[src/rtl/assert_macros.svh]
// Assertion macros used by the top-level RTL file of the voice allocator.
`ifndef ASSERT_MACROS_SVH
`define ASSERT_MACROS_SVH

// Same-cycle implication, checked at every rising edge outside reset.
`define ASSERT_IMPLIES(label, clk, rst, ante, cons) \
   label: assert property (@(posedge clk) disable iff (rst) (ante) |-> (cons)) \
      else $error("assertion failed");

// Next-cycle implication, checked at every rising edge outside reset.
`define ASSERT_NEXT(label, clk, rst, ante, cons) \
   label: assert property (@(posedge clk) disable iff (rst) (ante) |=> (cons)) \
      else $error("assertion failed");

`endif

[src/rtl/sva_pkg.sv]
// Package of types and constants for the voice allocator.
`default_nettype none

package sva_pkg;

   localparam int NUM_VOICES_DEF = 8;

   localparam int INSTR_W = 16;
   localparam int NOTE_W  = 7;
   localparam int CHAN_W  = 4;
   localparam int PRIO_W  = 4;
   localparam int REL_W   = 3;
   localparam int OUTC_W  = 3;
   localparam int IDX_W   = 3;

   localparam logic OP_NOTE_ON = 1'b0;
   localparam logic OP_RELEASE = 1'b1;

   localparam logic [OUTC_W-1:0] OUT_MATCHED  = 3'd0;
   localparam logic [OUTC_W-1:0] OUT_FREE     = 3'd1;
   localparam logic [OUTC_W-1:0] OUT_STOLEN   = 3'd2;
   localparam logic [OUTC_W-1:0] OUT_REFUSED  = 3'd3;
   localparam logic [OUTC_W-1:0] OUT_RELEASED = 3'd4;

   typedef struct packed {
      logic                 active;
      logic [PRIO_W-1:0]    priority_lvl;
      logic [NOTE_W-1:0]    note;
      logic [CHAN_W-1:0]    channel;
      logic [INSTR_W-1:0]   instrument;
   } voice_entry_type;

   typedef struct packed {
      logic clear;
      logic beat;
   } scan_ctrl_type;

   typedef struct packed {
      logic match_found;
      logic free_found;
   } scan_flags_type;

   typedef enum logic [2:0] {
      ST_IDLE,
      ST_SCAN,
      ST_DECIDE,
      ST_REL_RD,
      ST_REL_WR
   } state_type;

endpackage

`default_nettype wire

[src/rtl/synth_voice_allocator.sv]
// Top level of the polyphonic voice allocator with priority stealing.
//
// The req channel carries one beat per event: a note-on request or a release
// of one voice. The rsp channel returns exactly one beat per request with the
// outcome and the voice index. Both channels use valid/ready handshakes.
// The voice table sits in a single-port-read, single-port-write memory.
// A note-on reads every voice once, one per cycle, then decides, writes
// the chosen entry, if any, and loads the result into the output register.
// A release reads the voice and writes it back, and does neither when the
// voice index lies outside the table. One request is in work at a time and
// a new beat is taken only in the idle state. A finished result waits in the
// output register while the next request is accepted and scanned; the block
// stalls before its final write only when that register is still occupied.
// Reset clears all voices to zero at once through per-entry valid bits, so
// no clearing pass is needed.
`default_nettype none
`include "assert_macros.svh"

module synth_voice_allocator #(
   parameter int NUM_VOICES = sva_pkg::NUM_VOICES_DEF
) (
   input  wire logic                            clock,
   input  wire logic                            reset,
   input  wire logic                            req_valid,
   output logic                                 req_ready,
   input  wire logic                            req_operation,
   input  wire logic [sva_pkg::INSTR_W-1:0]     req_instrument_id,
   input  wire logic [sva_pkg::NOTE_W-1:0]      req_note_number,
   input  wire logic [sva_pkg::CHAN_W-1:0]      req_midi_channel,
   input  wire logic [sva_pkg::PRIO_W-1:0]      req_request_priority,
   input  wire logic [sva_pkg::REL_W-1:0]       req_release_voice,
   output logic                                 rsp_valid,
   input  wire logic                            rsp_ready,
   output logic [sva_pkg::OUTC_W-1:0]           rsp_outcome,
   output logic [sva_pkg::IDX_W-1:0]            rsp_voice_index
);
   import sva_pkg::*;

   localparam int VW = $clog2(NUM_VOICES);
   localparam int CW = $clog2(NUM_VOICES + 1);

   state_type              state_ff, state_in;
   logic [CW-1:0]          rd_cnt_ff, rd_cnt_in;
   logic                   rd_beat_ff, rd_beat_in;
   logic [VW-1:0]          rd_idx_ff;
   logic                   rel_ok_ff, rel_ok_in;

   logic [INSTR_W-1:0]     instr_ff;
   logic [NOTE_W-1:0]      note_ff;
   logic [CHAN_W-1:0]      chan_ff;
   logic [PRIO_W-1:0]      prio_ff;
   logic [REL_W-1:0]       rel_ff;

   logic                   rsp_valid_ff, rsp_valid_in;
   logic [OUTC_W-1:0]      rsp_outcome_ff, rsp_outcome_in;
   logic [IDX_W-1:0]       rsp_index_ff, rsp_index_in;
   logic                   rsp_load;

   logic                   accept;
   logic                   out_free;
   logic                   mem_rd_en;
   logic [VW-1:0]          mem_rd_addr;
   voice_entry_type        mem_rd_data;
   logic                   mem_wr_en;
   logic [VW-1:0]          mem_wr_addr;
   voice_entry_type        mem_wr_data;

   scan_ctrl_type          scan_ctrl;
   scan_flags_type         scan_flags;
   logic [VW-1:0]          match_idx;
   logic [VW-1:0]          free_idx;
   logic [VW-1:0]          min_idx;
   logic [PRIO_W-1:0]      min_prio;

   assign accept   = req_valid && req_ready;
   assign out_free = !rsp_valid_ff || rsp_ready;

   always_comb begin
      state_in       = state_ff;
      rd_cnt_in      = rd_cnt_ff;
      rd_beat_in     = 1'b0;
      rel_ok_in      = rel_ok_ff;
      req_ready      = 1'b0;
      mem_rd_en      = 1'b0;
      mem_rd_addr    = rd_cnt_ff[VW-1:0];
      mem_wr_en      = 1'b0;
      mem_wr_addr    = '0;
      mem_wr_data    = mem_rd_data;
      rsp_load       = 1'b0;
      rsp_outcome_in = OUT_REFUSED;
      rsp_index_in   = '0;
      scan_ctrl      = '0;
      unique case (state_ff)
         ST_IDLE: begin
            req_ready = 1'b1;
            if (req_valid) begin
               if (req_operation == OP_RELEASE) begin
                  rel_ok_in = (32'(req_release_voice) < NUM_VOICES);
                  state_in  = rel_ok_in ? ST_REL_RD : ST_REL_WR;
               end else begin
                  scan_ctrl.clear = 1'b1;
                  rd_cnt_in       = '0;
                  state_in        = ST_SCAN;
               end
            end
         end
         ST_SCAN: begin
            if (rd_cnt_ff < CW'(NUM_VOICES)) begin
               mem_rd_en  = 1'b1;
               rd_beat_in = 1'b1;
               rd_cnt_in  = rd_cnt_ff + 1'b1;
            end else begin
               state_in = ST_DECIDE;
            end
         end
         ST_DECIDE: begin
            if (out_free) begin
               rsp_load         = 1'b1;
               mem_wr_data      = '{active: 1'b1, priority_lvl: prio_ff, note: note_ff,
                                    channel: chan_ff, instrument: instr_ff};
               if (scan_flags.match_found) begin
                  mem_wr_en      = 1'b1;
                  mem_wr_addr    = match_idx;
                  rsp_outcome_in = OUT_MATCHED;
                  rsp_index_in   = IDX_W'(match_idx);
               end else if (scan_flags.free_found) begin
                  mem_wr_en      = 1'b1;
                  mem_wr_addr    = free_idx;
                  rsp_outcome_in = OUT_FREE;
                  rsp_index_in   = IDX_W'(free_idx);
               end else if (min_prio > prio_ff) begin
                  rsp_outcome_in = OUT_REFUSED;
                  rsp_index_in   = '0;
               end else begin
                  mem_wr_en      = 1'b1;
                  mem_wr_addr    = min_idx;
                  rsp_outcome_in = OUT_STOLEN;
                  rsp_index_in   = IDX_W'(min_idx);
               end
               state_in = ST_IDLE;
            end
         end
         ST_REL_RD: begin
            mem_rd_en   = 1'b1;
            mem_rd_addr = VW'(rel_ff);
            state_in    = ST_REL_WR;
         end
         ST_REL_WR: begin
            if (out_free) begin
               rsp_load           = 1'b1;
               rsp_outcome_in     = OUT_RELEASED;
               rsp_index_in       = rel_ff;
               mem_wr_en          = rel_ok_ff;
               mem_wr_addr        = VW'(rel_ff);
               mem_wr_data        = mem_rd_data;
               mem_wr_data.active = 1'b0;
               state_in           = ST_IDLE;
            end
         end
         default: begin
            state_in = ST_IDLE;
         end
      endcase
      scan_ctrl.beat = rd_beat_ff;
   end

   always_comb begin
      rsp_valid_in = rsp_valid_ff;
      if (rsp_load) begin
         rsp_valid_in = 1'b1;
      end else if (rsp_ready) begin
         rsp_valid_in = 1'b0;
      end
   end

   always_ff @(posedge clock) begin
      if (reset) begin
         state_ff     <= ST_IDLE;
         rd_cnt_ff    <= '0;
         rd_beat_ff   <= 1'b0;
         rel_ok_ff    <= 1'b0;
         rsp_valid_ff <= 1'b0;
      end else begin
         state_ff     <= state_in;
         rd_cnt_ff    <= rd_cnt_in;
         rd_beat_ff   <= rd_beat_in;
         rel_ok_ff    <= rel_ok_in;
         rsp_valid_ff <= rsp_valid_in;
      end
   end

   always_ff @(posedge clock) begin
      rd_idx_ff <= rd_cnt_ff[VW-1:0];
      if (accept) begin
         instr_ff <= req_instrument_id;
         note_ff  <= req_note_number;
         chan_ff  <= req_midi_channel;
         prio_ff  <= req_request_priority;
         rel_ff   <= req_release_voice;
      end
      if (rsp_load) begin
         rsp_outcome_ff <= rsp_outcome_in;
         rsp_index_ff   <= rsp_index_in;
      end
   end

   assign rsp_valid       = rsp_valid_ff;
   assign rsp_outcome     = rsp_outcome_ff;
   assign rsp_voice_index = rsp_index_ff;

   sva_voice_mem #(
      .NUM_VOICES (NUM_VOICES),
      .VW         (VW)
   ) u_mem (
      .clock   (clock),
      .reset   (reset),
      .rd_en   (mem_rd_en),
      .rd_addr (mem_rd_addr),
      .rd_data (mem_rd_data),
      .wr_en   (mem_wr_en),
      .wr_addr (mem_wr_addr),
      .wr_data (mem_wr_data)
   );

   sva_scan #(
      .VW (VW)
   ) u_scan (
      .clock          (clock),
      .reset          (reset),
      .ctrl           (scan_ctrl),
      .beat_idx       (rd_idx_ff),
      .entry          (mem_rd_data),
      .key_instrument (instr_ff),
      .key_note       (note_ff),
      .key_channel    (chan_ff),
      .flags          (scan_flags),
      .match_idx      (match_idx),
      .free_idx       (free_idx),
      .min_idx        (min_idx),
      .min_prio       (min_prio)
   );

   `ASSERT_IMPLIES(a_refused_zero, clock, reset, rsp_valid && (rsp_outcome == OUT_REFUSED),
                   rsp_voice_index == '0)
   `ASSERT_NEXT(a_one_in_work, clock, reset, accept, !req_ready)
   `ASSERT_IMPLIES(a_write_place, clock, reset, mem_wr_en,
                   (state_ff == ST_DECIDE) || (state_ff == ST_REL_WR))
   `ASSERT_IMPLIES(a_load_free, clock, reset, rsp_load, !rsp_valid_ff || rsp_ready)

endmodule

`default_nettype wire

[src/rtl/sva_voice_mem.sv]
// Voice table memory with one read and one write port and per-entry valid bits.
`default_nettype none

module sva_voice_mem #(
   parameter int NUM_VOICES = sva_pkg::NUM_VOICES_DEF,
   parameter int VW         = $clog2(NUM_VOICES)
) (
   input  wire logic                     clock,
   input  wire logic                     reset,
   input  wire logic                     rd_en,
   input  wire logic [VW-1:0]            rd_addr,
   output sva_pkg::voice_entry_type      rd_data,
   input  wire logic                     wr_en,
   input  wire logic [VW-1:0]            wr_addr,
   input  wire sva_pkg::voice_entry_type wr_data
);
   import sva_pkg::*;

   voice_entry_type         mem [NUM_VOICES];
   logic [NUM_VOICES-1:0]   valid_ff;
   logic [NUM_VOICES-1:0]   valid_in;
   voice_entry_type         rd_data_ff;
   logic                    rd_hit_ff;

   always_comb begin
      valid_in = valid_ff;
      if (wr_en) begin
         valid_in[wr_addr] = 1'b1;
      end
   end

   always_ff @(posedge clock) begin
      if (reset) begin
         valid_ff <= '0;
      end else begin
         valid_ff <= valid_in;
      end
   end

   always_ff @(posedge clock) begin
      if (wr_en) begin
         mem[wr_addr] <= wr_data;
      end
   end

   always_ff @(posedge clock) begin
      if (rd_en) begin
         rd_data_ff <= mem[rd_addr];
         rd_hit_ff  <= valid_ff[rd_addr];
      end
   end

   assign rd_data = rd_hit_ff ? rd_data_ff : '0;

endmodule

`default_nettype wire

[src/rtl/sva_scan.sv]
// Scan unit that tracks the first matching, first free and lowest-priority voice.
`default_nettype none

module sva_scan #(
   parameter int VW = $clog2(sva_pkg::NUM_VOICES_DEF)
) (
   input  wire logic                          clock,
   input  wire logic                          reset,
   input  wire sva_pkg::scan_ctrl_type        ctrl,
   input  wire logic [VW-1:0]                 beat_idx,
   input  wire sva_pkg::voice_entry_type      entry,
   input  wire logic [sva_pkg::INSTR_W-1:0]   key_instrument,
   input  wire logic [sva_pkg::NOTE_W-1:0]    key_note,
   input  wire logic [sva_pkg::CHAN_W-1:0]    key_channel,
   output sva_pkg::scan_flags_type            flags,
   output logic [VW-1:0]                      match_idx,
   output logic [VW-1:0]                      free_idx,
   output logic [VW-1:0]                      min_idx,
   output logic [sva_pkg::PRIO_W-1:0]         min_prio
);
   import sva_pkg::*;

   scan_flags_type      flags_ff, flags_in;
   logic                min_seen_ff, min_seen_in;
   logic [VW-1:0]       match_idx_ff, match_idx_in;
   logic [VW-1:0]       free_idx_ff, free_idx_in;
   logic [VW-1:0]       min_idx_ff, min_idx_in;
   logic [PRIO_W-1:0]   min_prio_ff, min_prio_in;
   logic                key_hit;

   assign key_hit = (entry.instrument == key_instrument) && (entry.note == key_note) &&
                    (entry.channel == key_channel);

   always_comb begin
      flags_in     = flags_ff;
      min_seen_in  = min_seen_ff;
      match_idx_in = match_idx_ff;
      free_idx_in  = free_idx_ff;
      min_idx_in   = min_idx_ff;
      min_prio_in  = min_prio_ff;
      if (ctrl.clear) begin
         flags_in    = '0;
         min_seen_in = 1'b0;
      end else if (ctrl.beat) begin
         if (!flags_ff.match_found && key_hit) begin
            flags_in.match_found = 1'b1;
            match_idx_in         = beat_idx;
         end
         if (!flags_ff.free_found && !entry.active) begin
            flags_in.free_found = 1'b1;
            free_idx_in         = beat_idx;
         end
         if (!min_seen_ff || (entry.priority_lvl < min_prio_ff)) begin
            min_seen_in = 1'b1;
            min_idx_in  = beat_idx;
            min_prio_in = entry.priority_lvl;
         end
      end
   end

   always_ff @(posedge clock) begin
      if (reset) begin
         flags_ff    <= '0;
         min_seen_ff <= 1'b0;
      end else begin
         flags_ff    <= flags_in;
         min_seen_ff <= min_seen_in;
      end
   end

   always_ff @(posedge clock) begin
      match_idx_ff <= match_idx_in;
      free_idx_ff  <= free_idx_in;
      min_idx_ff   <= min_idx_in;
      min_prio_ff  <= min_prio_in;
   end

   assign flags     = flags_ff;
   assign match_idx = match_idx_ff;
   assign free_idx  = free_idx_ff;
   assign min_idx   = min_idx_ff;
   assign min_prio  = min_prio_ff;

endmodule

`default_nettype wire

[config.mk]
export PLATFORM = sky130hd
export DESIGN_NAME = synth_voice_allocator
export DESIGN_NICKNAME = d
export VERILOG_FILES = /design/src/rtl/sva_pkg.sv /design/src/rtl/synth_voice_allocator.sv /design/src/rtl/sva_voice_mem.sv /design/src/rtl/sva_scan.sv
export VERILOG_INCLUDE_DIRS = /design/src /design/src/rtl
export SDC_FILE = /design/constraint.sdc
export NUM_CORES = 1
export LEC_CHECK = 0
export ABC_AREA = 1
export CAP_MARGIN = 20
export CORE_UTILIZATION = 45
export CTS_CLUSTER_SIZE = 12
export DETAILED_ROUTE_END_ITERATION = 8
export DONT_BUFFER_PORTS = 1
export HOLD_SLACK_MARGIN = 0.1
export SLEW_MARGIN = 20
export SYNTH_ARGS = -nofsm -noshare
export SYNTH_HDL_FRONTEND = slang
export SYNTH_HIERARCHICAL = 1
export SYNTH_SLANG_ARGS = --single-unit
export TNS_END_PERCENT = 20
[constraint.sdc]
create_clock -name clock -period 2.9 [get_ports clock]
set_input_delay 0.145 -clock clock [delete_from_list [all_inputs] [get_ports clock]]
set_output_delay 0.145 -clock clock [all_outputs]
set_load 0.02 [all_outputs]
==> reports/metrics.csv <==
stage,metric,value,unit
grt,vias in the first global route,10300,
route,number of DRC markers in iteration 0,583,
min_path,HP Start,req_midi_channel[1],
power_and_ir_drop,maximum vdd drop,0.5743,mV
route,DR vias,10740,
clocking,CTS buffer count,41,
critical_path,WP buf/inv,3,
clocking,H-tree Lvls,2,
synth,Mapped Cells,1696,
timing,Final Hold Vio Count,0,
cells_and_area,utilization after layout,52.51,%
critical_path,CP top delay family,simple AND/OR/NAND/NOR gates,
timing,period utilization,84.74,%
grt,Congestion Overflow GR,0,
critical_path,WS Path Type,flip-flop to flip-flop,
critical_path,Worst Path Required,3.10,ns
synth,Post-synth EDFFs,342,
floorplanning,CORE AREA,35740,µm²
route,DR pass1 iterations,7,
cells_and_area,area grow syn2layout,14.00,%
critical_path,Crit Path Max Fanout,18,
synth,syn_nets,1743,
timing,post-route minimum period,2.457,ns
synth,sequential area share after synthesis,65.30,%
critical_path,crit path DAT,2.65,ns
timing,slew margin rel.,28.80,%
route,DR vias/cell,4.782,
cells_and_area,share of cells above drive strength 1,7.899,%
synth,YS warnings,6,
timing,RSZ-0062 raised after global routing,no,
critical_path,CP Cell Sequence,ha_1 -> nand2_1 -> inv_1 -> nand2_1 -> nand2_1 -> nand2_1 -> nand3_1 -> nand2_1 -> nand2_1 -> nand2_1 -> nor2_1 -> nand2_1 -> clkinv_1 -> buf_4,
placement,cell count after placement,2135,
power_and_ir_drop,P_int,10.70,mW
cells_and_area,diodes inserted,0,
power_and_ir_drop,combinational power share,24.8,%
cells_and_area,fin cells,2246,
route,WL/cell,16.68,µm
run,maximum capacitance violations,0,
clocking,Setup Buffers After CTS,0,
clocking,CTS sink count,366,
synth,top_reg_cell synth,edfxtp_1,
placement,DP Worst Slack,0.4842,ns
synth,Area contributors post-synth,"edfxtp_1 62%, nand2_1 14%, inv_1 9.0%",
route,Post-route DRC,0,
grt,overall global routing resource usage,20.33,%
timing,Final TNS setup,0,ns
placement,HPWL after DPL,22.76,mm
synth,mapped cell area,16460,µm²
synth,top-count cell post-synth,nand2_1,
power_and_ir_drop,leakage power,8.629,nW
timing,final setup violation count,0,
synth,Seq cells post-synth,366,
power_and_ir_drop,clock power share,30.8,%
synth,post-synth top area cell,edfxtp_1,
cells_and_area,Sequential Area,10750,µm²
synth,Yosys top cell area share,62.39,%
power_and_ir_drop,sequential share of power,44.4,%
critical_path,crit-path max cell delay,0.38,ns
critical_path,critical path startpoint category,flip-flop,
timing,Pins Over Slew Limit,0,
synth,post-synthesis average cell area,9.706,µm²
clocking,clock tree from TritonCTS,done,
power_and_ir_drop,pwr/cell area,832.0,nW/µm²
timing,worst setup margin,0.4426,ns
clocking,latest clock arrival within the worst-skew pair,0.54,ns
placement,Port Buf Inserts,0,
critical_path,Worst Setup SP,u_scan/min_prio[3],
floorplanning,starting density of the core,46.06,%
timing,Least-Margin Pin Slew,1.057,ns
grt,global-route wire length before repair,58.40,mm
grt,largest net degree at the start of global routing,81,
timing,f_max,0.4069,GHz
floorplanning,I/O pin cnt,47,
outcome,status,finished clean,
clocking,CTS max path bufs,3,
timing,clk_skew,0.01438,ns
route,final wirelength,37.47,mm
cells_and_area,nets,1803,
clocking,cts repair resizes,0,
grt,initial antenna violation count,0,
power_and_ir_drop,Net Sw Power,4.918,mW
clocking,root buffer cell,clkbuf_16,
cells_and_area,Multi-input gate area,3905,µm²
floorplanning,die area,37350,µm²
power_and_ir_drop,Sw Share,31.50,%
critical_path,worst reg2reg startpoint,u_scan/min_prio[3],
min_path,HP Class,input port to flip-flop,
critical_path,Worst Setup End Kind,flip-flop,
critical_path,crit-path most repeated cell,nand2_1,
floorplanning,Cell Rows,69,
clocking,Clock transition at path regs,0.06,ns
synth,Yosys cell types,27,
placement,gpl congestion,0.8611,
floorplanning,Die Y,193.3,µm
route,Post-DRT Antenna Nets,0,
cells_and_area,Filler Cell Count,3195,
synth,Async SR Flop Fraction,0,%
critical_path,CP max stage cell,edfxtp_1,
floorplanning,die width,193.3,µm
synth,most frequent cells after synthesis,"596 x nand2_1, 394 x inv_1, 342 x edfxtp_1",
-- repair_timing --
action                                 4_1_cts  5_1_grt
setup endpoints to repair                    0        0
endpoints found under the hold margin       56        0
hold buffers                                39        0
-- cell type report --
class	count	area share (%)
clock inverters	19	0.6267
repair buffers	75	4.187
well taps	461	3.074
clock buffers	53	5.987
multi-input cells	871	20.81
flip-flops and latches	366	57.28
inverters	401	8.034
-- power groups by stage --
stage	Sequential [mW]	Combinational, mW	Clock, mW
floorplan	6.98	2.65	0
finish	6.93	3.87	4.82
CTS	6.93	3.91	4.91
global route	6.97	4.31	5.10
detailed placement	7.04	3.86	0
global placement	7.03	3.79	0
-- placed cells by master, fill, tap and decap left out, drive strengths merged --
cell / instances
nand2: 598
inv: 395
edfxtp: 342
nand3: 142
clkbuf: 53
nor2: 50
dlygate4sd3: 39
buf: 36
mux2: 28
a21oi: 25
dfxtp: 24
clkinv: 23
o21ai: 11
ha: 8
nor3: 4
xnor2: 2
or2: 2
o21a: 1
bufinv: 1
clkinvlp: 1
-- stage by stage --
stage	hold slack, ns	power (mW)	area (µm²)
final	0.2309	15.61	18770
after floorplan	0.2141	9.623	16460
after global routing	0.2160	16.38	18770
after CTS	0.2079	15.76	18770
after detailed placement	0.2190	10.90	17140
after global placement	0.2172	10.82	17140
-- worst paths after layout --
check | endpoint | cells after the start | slack, ns
max reg2reg | u_mem/mem[0][22] | 14 | 0.44
min reg2reg | rd_idx_ff[1] | 0 | 0.39
max | u_mem/mem[0][22] | 14 | 0.44
min | chan_ff[1] | 1 | 0.23
-- state kept, by name, summed over array words and instances, names as in the netlist, 2 cells and up --
| register | count |
|---|---|
| u_mem/mem | 256 |
| u_mem/rd_data_ff | 32 |
| instr_ff | 16 |
| u_mem/valid_ff | 8 |
| note_ff | 7 |
| chan_ff | 4 |
| prio_ff | 4 |
| rd_cnt_ff | 4 |
| u_scan/min_prio | 4 |
| rd_idx_ff | 3 |
| rel_ff | 3 |
| rsp_outcome | 3 |
| rsp_voice_index | 3 |
| state_ff | 3 |
| u_scan/free_idx | 3 |
| u_scan/match_idx | 3 |
| u_scan/min_idx | 3 |
| u_scan/flags | 2 |
-- routing by layer --
layer	GRT usage, %	up-vias	part of all wire [%]
met5	0	-	0
met3	3.016	56	4.4
li1	-	5365	-
met4	6.844	0	2.6
met2	35.56	214	50
met1	25.84	5106	43
-- kinds of logic (layout without fill, tap and decap cells) --
logic type / Yosys count / in the layout / share of synthesized area [%]
muxes: 28 / 28 / 2.143
buffers and inverters: 459 / 548 / 11.24
adders and majority gates: 8 / 8 / 0.6081
DFF: 366 / 366 / 65.30
AOI/OAI and AO/OA: 37 / 37 / 1.140
and+or+nand+nor: 796 / 796 / 19.46
xor gates and xnor gates: 2 / 2 / 0.1064
Power figures use the tool's default switching activity.
